<file path="src/hw/rtl/rrss_pkg.sv">
package rrss_pkg;

   localparam int MAX_TASKS_DEF = 16;
   localparam int TICK_BITS_DEF = 32;

   localparam logic [4:0] TASKS_RESET = 5'd1;

   localparam logic [1:0] ACT_TICK   = 2'd0;
   localparam logic [1:0] ACT_SLEEP  = 2'd1;
   localparam logic [1:0] ACT_SELECT = 2'd2;

   typedef struct packed {
      logic [1:0]  action;
      logic [31:0] delay_ticks;
   } req_type;

   typedef struct packed {
      logic [3:0] running_task;
      logic       ready_found;
      logic       sleep_rejected;
   } rsp_type;

   // strobes broadcast to every cell of the row
   typedef struct packed {
      logic tick;
      logic load;
      logic seed;
      logic advance;
   } cell_ctrl_type;

   // what the row reports back to the sequencer
   typedef struct packed {
      logic hit;
      logic sel_busy;
   } row_stat_type;

endpackage

</file>
<file path="src/hw/rtl/rrss_cell.sv">
module rrss_cell #(
   parameter int CELL_IDX  = 0,
   parameter int CNT_W     = 5,
   parameter int TICK_BITS = rrss_pkg::TICK_BITS_DEF
) (
   input  logic                   clock,
   input  logic                   reset,
   input  rrss_pkg::cell_ctrl_type ctrl,
   input  logic [CNT_W-1:0]       count,
   input  logic                   sel,
   input  logic [TICK_BITS-1:0]   load_val,
   input  logic                   token_in,
   output logic                   token_out,
   output logic                   pass_out,
   output logic                   wrap_out,
   output logic                   busy,
   output logic                   hit_next
);

   localparam logic [CNT_W-1:0] SLOT      = CNT_W'(CELL_IDX);
   localparam logic [CNT_W-1:0] SLOT_NEXT = CNT_W'(CELL_IDX + 1);
   localparam logic             IS_IDLE   = (CELL_IDX == 0);

   logic [TICK_BITS-1:0] counter_ff, counter_in;
   logic                 token_ff, token_next_in;
   logic                 active, at_end;

   assign active = SLOT < count;
   assign at_end = SLOT_NEXT >= count;
   assign busy   = counter_ff != '0;

   // hand the token on, or back to the idle slot past the last slot in use
   assign token_out = token_ff;
   assign pass_out  = token_ff && !at_end;
   assign wrap_out  = token_ff && at_end;
   assign hit_next  = token_in && !IS_IDLE && !busy;

   always_comb begin
      counter_in = counter_ff;
      if (ctrl.tick && active && busy) begin
         counter_in = counter_ff - TICK_BITS'(1);
      end else if (ctrl.load && sel && !busy) begin
         counter_in = load_val;
      end
      token_next_in = token_ff;
      if (ctrl.seed) begin
         token_next_in = sel;
      end else if (ctrl.advance) begin
         token_next_in = token_in;
      end
   end

   always_ff @(posedge clock) begin
      if (reset) begin
         counter_ff <= '0;
         token_ff   <= 1'b0;
      end else begin
         counter_ff <= counter_in;
         token_ff   <= token_next_in;
      end
   end

endmodule

</file>
<file path="src/hw/rtl/rrss_row.sv">
module rrss_row #(
   parameter int MAX_TASKS = rrss_pkg::MAX_TASKS_DEF,
   parameter int TICK_BITS = rrss_pkg::TICK_BITS_DEF
) (
   input  logic                             clock,
   input  logic                             reset,
   input  rrss_pkg::cell_ctrl_type          ctrl,
   input  logic [$clog2(MAX_TASKS+1)-1:0]   count,
   input  logic [$clog2(MAX_TASKS)-1:0]     running,
   input  logic [TICK_BITS-1:0]             load_val,
   output rrss_pkg::row_stat_type           stat,
   output logic [MAX_TASKS-1:0]             tokens
);

   localparam int CNT_W = $clog2(MAX_TASKS + 1);

   logic [MAX_TASKS-1:0] sel, pass, wrap, busy, hit, token_in;

   always_comb begin
      sel = '0;
      sel[running] = 1'b1;
   end

   // slot zero takes the token from whichever cell wraps
   always_comb begin
      token_in    = pass << 1;
      token_in[0] = |wrap;
   end

   assign stat.hit      = |hit;
   assign stat.sel_busy = |(busy & sel);

   for (genvar k = 0; k < MAX_TASKS; k++) begin : g_cell
      rrss_cell #(
         .CELL_IDX (k),
         .CNT_W    (CNT_W),
         .TICK_BITS(TICK_BITS)
      ) u_cell (
         .clock    (clock),
         .reset    (reset),
         .ctrl     (ctrl),
         .count    (count),
         .sel      (sel[k]),
         .load_val (load_val),
         .token_in (token_in[k]),
         .token_out(tokens[k]),
         .pass_out (pass[k]),
         .wrap_out (wrap[k]),
         .busy     (busy[k]),
         .hit_next (hit[k])
      );
   end

endmodule

</file>
<file path="src/hw/rtl/round_robin_sleep_scheduler.sv">
// Round-robin task scheduler with one sleep counter per task slot; slot zero is the idle
// task. Each request beat carries an action: tick decrements every nonzero counter of the
// slots in use, sleep loads the running task's counter (flagged and ignored if it is still
// counting), select walks round-robin from the running task to the next non-idle task
// whose counter is zero, or falls back to idle. Every beat yields one response beat.
// Tick, sleep and unused action codes need no walk: the response register is loaded at
// the accepting edge, and the next request is taken in the following cycle unless
// rsp_stall holds it. A select passes a token along the row of cells, one slot per cycle
// while the walk runs; it stops at the first ready task or after one round of the slots
// in use; with no task slots there is no walk. A finished result waits in the response
// register while the next request is accepted, if it is drained or empty. The user must
// write tasks_in_use through csr_write_enable only while the block is idle; not checked.
// Values above MAX_TASKS act as MAX_TASKS. All counters clear on reset; no clearing pass.
module round_robin_sleep_scheduler #(
   parameter int MAX_TASKS = rrss_pkg::MAX_TASKS_DEF,
   parameter int TICK_BITS = rrss_pkg::TICK_BITS_DEF
) (
   input  logic              clock,
   input  logic              reset,
   input  logic              req_valid,
   output logic              req_stall,
   input  rrss_pkg::req_type req_payload,
   output logic              rsp_valid,
   input  logic              rsp_stall,
   output rrss_pkg::rsp_type rsp_payload,
   input  logic              csr_write_enable,
   input  logic [4:0]        csr_write_data
);

   localparam int CNT_W = $clog2(MAX_TASKS + 1);
   localparam int IDX_W = $clog2(MAX_TASKS);

   typedef enum logic {
      ST_IDLE,
      ST_WALK
   } state_type;

   state_type state_ff, state_in;

   logic [4:0]       tasks_ff;
   logic [IDX_W-1:0] running_ff, running_in;
   logic [IDX_W-1:0] pos_ff, pos_in;
   logic [CNT_W-1:0] steps_ff, steps_in;
   logic             rsp_valid_ff, rsp_valid_in;
   rrss_pkg::rsp_type rsp_ff, rsp_in;

   logic [CNT_W-1:0] count;
   logic [CNT_W-1:0] pos_ext;
   logic [IDX_W-1:0] pos_next;
   logic             out_free, req_accept;
   logic             walk_last, walk_done;

   rrss_pkg::cell_ctrl_type ctrl;
   rrss_pkg::row_stat_type  stat;
   logic [MAX_TASKS-1:0]    tokens;

   // saturate the slot count at the row length
   assign count = (32'(tasks_ff) > 32'(MAX_TASKS)) ? CNT_W'(MAX_TASKS) : CNT_W'(tasks_ff);

   assign out_free   = !rsp_valid_ff || !rsp_stall;
   assign req_stall  = !((state_ff == ST_IDLE) && out_free);
   assign req_accept = req_valid && !req_stall;

   // slot the token moves to this cycle, mirrored here to report its index
   assign pos_ext  = CNT_W'(pos_ff) + CNT_W'(1);
   assign pos_next = (pos_ext >= count) ? '0 : IDX_W'(pos_ext);

   assign walk_last = (steps_ff + CNT_W'(1)) == count;
   assign walk_done = stat.hit || walk_last;

   always_comb begin
      ctrl.tick    = req_accept && (req_payload.action == rrss_pkg::ACT_TICK);
      ctrl.load    = req_accept && (req_payload.action == rrss_pkg::ACT_SLEEP);
      ctrl.seed    = req_accept && (req_payload.action == rrss_pkg::ACT_SELECT);
      // hold the token while a finished walk waits for the response register
      ctrl.advance = (state_ff == ST_WALK) && !(walk_done && !out_free);
   end

   rrss_row #(
      .MAX_TASKS(MAX_TASKS),
      .TICK_BITS(TICK_BITS)
   ) u_row (
      .clock   (clock),
      .reset   (reset),
      .ctrl    (ctrl),
      .count   (count),
      .running (running_ff),
      .load_val(TICK_BITS'(req_payload.delay_ticks)),
      .stat    (stat),
      .tokens  (tokens)
   );

   always_comb begin
      state_in     = state_ff;
      running_in   = running_ff;
      pos_in       = pos_ff;
      steps_in     = steps_ff;
      rsp_in       = rsp_ff;
      rsp_valid_in = rsp_valid_ff && rsp_stall;

      case (state_ff)
         ST_IDLE: begin
            if (req_accept) begin
               rsp_valid_in        = 1'b1;
               rsp_in.running_task = 4'(running_ff);
               rsp_in.ready_found  = 1'b0;
               rsp_in.sleep_rejected = 1'b0;
               case (req_payload.action)
                  rrss_pkg::ACT_SLEEP: begin
                     rsp_in.sleep_rejected = stat.sel_busy;
                  end
                  rrss_pkg::ACT_SELECT: begin
                     if (count == '0) begin
                        running_in          = '0;
                        rsp_in.running_task = 4'd0;
                     end else begin
                        // drop the beat into the walk; respond when it ends
                        rsp_valid_in = 1'b0;
                        pos_in       = running_ff;
                        steps_in     = '0;
                        state_in     = ST_WALK;
                     end
                  end
                  default: begin
                  end
               endcase
            end
         end
         ST_WALK: begin
            if (walk_done) begin
               if (out_free) begin
                  running_in            = stat.hit ? pos_next : '0;
                  rsp_valid_in          = 1'b1;
                  rsp_in.running_task   = stat.hit ? 4'(pos_next) : 4'd0;
                  rsp_in.ready_found    = stat.hit;
                  rsp_in.sleep_rejected = 1'b0;
                  state_in              = ST_IDLE;
               end
            end else begin
               pos_in   = pos_next;
               steps_in = steps_ff + CNT_W'(1);
            end
         end
         default: begin
            state_in = ST_IDLE;
         end
      endcase
   end

   always_ff @(posedge clock) begin
      if (reset) begin
         state_ff     <= ST_IDLE;
         running_ff   <= '0;
         rsp_valid_ff <= 1'b0;
         tasks_ff     <= rrss_pkg::TASKS_RESET;
      end else begin
         state_ff     <= state_in;
         running_ff   <= running_in;
         rsp_valid_ff <= rsp_valid_in;
         if (csr_write_enable) begin
            tasks_ff <= csr_write_data;
         end
      end
      pos_ff   <= pos_in;
      steps_ff <= steps_in;
      rsp_ff   <= rsp_in;
   end

   assign rsp_valid   = rsp_valid_ff;
   assign rsp_payload = rsp_ff;

   // exactly one token sits on the row during a walk
   a_token_onehot: assert property (@(posedge clock) disable iff (reset)
      state_ff == ST_WALK |-> $onehot(tokens))
      else $error("token lost or duplicated during walk");

   // token and the tracked slot index agree
   a_token_pos: assert property (@(posedge clock) disable iff (reset)
      state_ff == ST_WALK |-> tokens[pos_ff])
      else $error("token position differs from tracked slot");

   // a walk never outlives the slot count
   a_walk_bound: assert property (@(posedge clock) disable iff (reset)
      state_ff == ST_WALK |-> steps_ff < count)
      else $error("walk ran past the slot count");

   // a found task is never the idle slot
   a_found_nonidle: assert property (@(posedge clock) disable iff (reset)
      rsp_valid_ff && rsp_ff.ready_found |-> running_ff != '0 && !rsp_ff.sleep_rejected)
      else $error("select reported the idle slot as found");

endmodule
</file>
<file path="config.mk">
export PLATFORM = sky130hd
export DESIGN_NAME = round_robin_sleep_scheduler
export DESIGN_NICKNAME = d
export VERILOG_FILES = /design/src/hw/rtl/rrss_pkg.sv /design/src/hw/rtl/rrss_cell.sv /design/src/hw/rtl/rrss_row.sv /design/src/hw/rtl/round_robin_sleep_scheduler.sv
export SDC_FILE = /design/constraint.sdc
export NUM_CORES = 2
export LEC_CHECK = 0
export BUFFER_PORTS_ARGS = -buffer_cell sky130_fd_sc_hd__buf_4
export CAP_MARGIN = 20
export CORE_MARGIN = 3
export CORE_UTILIZATION = 65
export DETAILED_ROUTE_END_ITERATION = 10
export GPL_TIMING_DRIVEN = 0
export PLACE_DENSITY = 0.81
export SYNTH_ARGS = -nofsm -noshare
export SYNTH_HDL_FRONTEND = slang
export SYNTH_SLANG_ARGS = --single-unit
</file>
<file path="constraint.sdc">
create_clock -name clock -period 8.55 [get_ports clock]
set_input_delay 1.2825 -clock clock [delete_from_list [all_inputs] [get_ports clock]]
set_output_delay 1.2825 -clock clock [all_outputs]
set_load 0.05 [all_outputs]
</file>
==> results.md <==
* Row count at 78
* Pwr Density at 275.2 nW/µm²
* Pin count of the biggest net entering global routing at 15
* Remaining Overflow, GRT at 0
* Uppermost layer routed: met5
* Number of global-route vias before repair at 29910
* Post-route antenna net violation count at 0
* DR vias/cell at 7.098
* Total Die Area at 49320 µm²
* RD Place Congestion at 1.085
* Worst-Margin Slew at 1.406 ns
* Die Span Y at 222.1 µm
* Max cap viols at 0
* Post-Synthesis Cells at 3983
* PortBufs at 28
* Asr flop ratio synth at 0%
* Commonest non-fill, non-tap cells in the layout: dfxtp_1 (539), nand2_1 (474), nor2_1 (469)
* Boundary Pins at 52
* Largest fanout on the critical path at 7
* Clock transition at the registers of the reported paths at 0.06 ns
* WHS at 0.4637 ns
* Synth unique cells at 82
* Cell taking the most area after synthesis: dfxtp_1
* Core area at 45770 µm²
* Via count at 33850
* Setup violations, final at 0
* Final Non-Filler Cells at 4769
* Yosys warns at 0
* Num CTS Buffers at 57
* Drt total wl at 127500 µm
* Peak supply drop at 0.0006112 V
* TritonCTS Sinks at 554
* Clock Tree Root: clkbuf_16
* Area of the multi-input gates at 17870 µm²
* Clock Latency Late Sink at 0.64 ns
* DRC Markers at 0
* CTS tree: yes
* CTS resizes at 0
* CP Capture Type: flop
* Critical Path AT at 5.14 ns
* Top cells by area, synth: dfxtp_1 (36%), a21oi_1 (6.7%), nand2_1 (5.9%)
* Dpl cells at 4648
* Clk_skew at 0.03247 ns
* First-pass GRT wire length at 186000 µm
* Fraction of layout instances using a drive strength above 1 at 5.650%
* Final hold vios at 0
* # fillers at 3677
* Relative slew margins at 6.271%
* Period utilisation layout at 54.30%
* DP HPWL at 88810 µm
* H-tree depth at 2
* Met2 WL at 51120 µm
* Yosys reg bits at 554
* Outcome: completed
* Lkg Pwr at 12.20 nW
* Fin crit period at 4.643 ns
* Syn Nets at 4065
* Die W at 222.1 µm
* Post-CTS Setup Inserts at 0
* Commonest register cell after synthesis: dfxtp_1
* Met1 WL at 45050 µm
* Final nets at 4198
* Post-synthesis sequential area ratio at 37.04%
* Crit Path Category: primary input to flop
* EDFF count, synth at 15
* FF+latch area at 11240 µm²
* Routed len/inst at 26.74 µm
* Synth top area share at 35.56%
* Final Max Slew Viols at 0
* Cell Area, Synth at 30350 µm²
* Initial antenna violation count at 7
* Setup TNS at 0 ns
* CP Launch Type: primary input
* GRT Overall Usage at 49.07%
* Buffer levels on the longest clock path at 3
* Required time worst endpoint at 9.05 ns
* Initial DRC count at 5367
* Number of hold buffers added after cts at 0
* RSZ-0062 raised after global routing: false
* Layout area overhead at 11.82%
* HP Class: flop to flop
* Most common cell after layout, fill and taps aside: dfxtp_1
* Detailed Routing Iterations Pass 1 at 8
* Fmax at 215.4 MHz
* Routed met3 length at 19960 µm
* Avg Cell Area, Syn at 7.619 µm²
* Initial Util at 66.30%
-- state kept, by name, indices dropped and copies added, names as in the netlist --
register	cells
rsp_payload	6
rsp_valid	1
state_ff	1
tasks_ff	5
steps_ff	5
u_row.g_cell.u_cell.counter_ff	512
pos_ff	4
running_ff	4
u_row.g_cell.u_cell.token_out	16
-- cell families (layout without fill, tap and decap cells) --
| family | count (synthesis) | count (layout) | synth area share (%) |
|---|---|---|---|
| AO/OA/AOI/OAI | 1023 | 1023 | 21.31 |
| adder cells (fa/ha/maj) | 42 | 42 | 1.699 |
| multiplexers | 15 | 15 | 0.5154 |
| XOR/XNOR | 216 | 216 | 6.234 |
| buffers and inverters | 329 | 505 | 4.131 |
| other | 0 | 10 | 0 |
| flip-flops | 554 | 554 | 37.04 |
| AND/OR/NAND/NOR | 1804 | 1804 | 29.07 |
-- per-layer routing --
layer  up-vias  track usage, %
met5         -               0
met2      2614           68.50
met1     15660           61.98
met4         6           37.77
li1      14930               -
met3       640           16.75
-- layout make-up --
cell class,instances,share of cell area (%)
repair buffers,74,2.581
plain buffers,241,2.751
flip-flops and latches,554,33.13
diodes,10,0.07375
clock buffers,84,5.041
inverters,88,0.9735
multi-input cells,3100,52.66
clock inverters,18,0.5789
well taps,600,2.212
-- Yosys cell counts, types with 14 or more instances --
cell / n
a2111oi_0: 19
a211oi_1: 116
a21oi_1: 407
a221oi_1: 86
a22oi_1: 22
a311oi_1: 37
a31oi_1: 43
and2_1: 18
and3_1: 38
buf_1: 14
clkbuf_1: 222
dfxtp_1: 539
edfxtp_1: 15
ha_1: 38
inv_1: 84
nand2_1: 474
nand2b_1: 27
nand3_1: 111
nand3b_1: 20
nand4_1: 33
nand4b_1: 14
nor2_1: 469
nor2b_1: 23
nor3_1: 220
nor3b_1: 18
nor4_1: 156
o21ai_0: 166
o31ai_1: 21
o41ai_1: 16
or2_2: 26
or3_1: 55
or4_1: 55
xnor2_1: 148
xor2_1: 68
-- final timing paths --
check | start | endpoint | slack (ns) | cells after the start
max reg2reg | u_row.g_cell[6].u_cell.counter_ff[11] | u_row.g_cell[6].u_cell.counter_ff[15] | 4.07 | 9
min | u_row.g_cell[0].u_cell.counter_ff[17] | u_row.g_cell[0].u_cell.counter_ff[17] | 0.46 | 2
min reg2reg | u_row.g_cell[0].u_cell.counter_ff[17] | u_row.g_cell[0].u_cell.counter_ff[17] | 0.46 | 2
max | rsp_stall | u_row.g_cell[6].u_cell.counter_ff[15] | 3.91 | 11
-- worst max-delay path, stage by stage --
cell	delay, ns
buf_4	0.13
a21oi_1	0.38
inv_2	0.18
nor4_1	0.91
o31ai_1	0.42
buf_2	0.28
or2_2	0.34
nor4_1	0.75
nand2_1	0.16
xor2_1	0.20
a21oi_1	0.09
-- metrics by stage --
stage | utilization (%) | power [mW] | setup slack (ns) | instance area, µm²
floorplan | - | 5.460 | 4.598 | 30350
global placement | 68.40 | 6.456 | 3.222 | 31310
detailed placement | 69.70 | 6.560 | 3.486 | 31900
CTS | 73.87 | 9.143 | 4.152 | 33810
global route | 74.08 | 9.689 | 3.863 | 33910
finish | 74.13 | 9.338 | 3.907 | 33930
-- power breakdown --
part,internal [mW],total (mW),switching [mW]
clock,1.50,2.62,1.12
sequential,2.85,3.11,0.263
combinational,1.17,3.60,2.43
total,5.52,9.34,3.82
No activity file was read; power rests on OpenSTA's default activity.
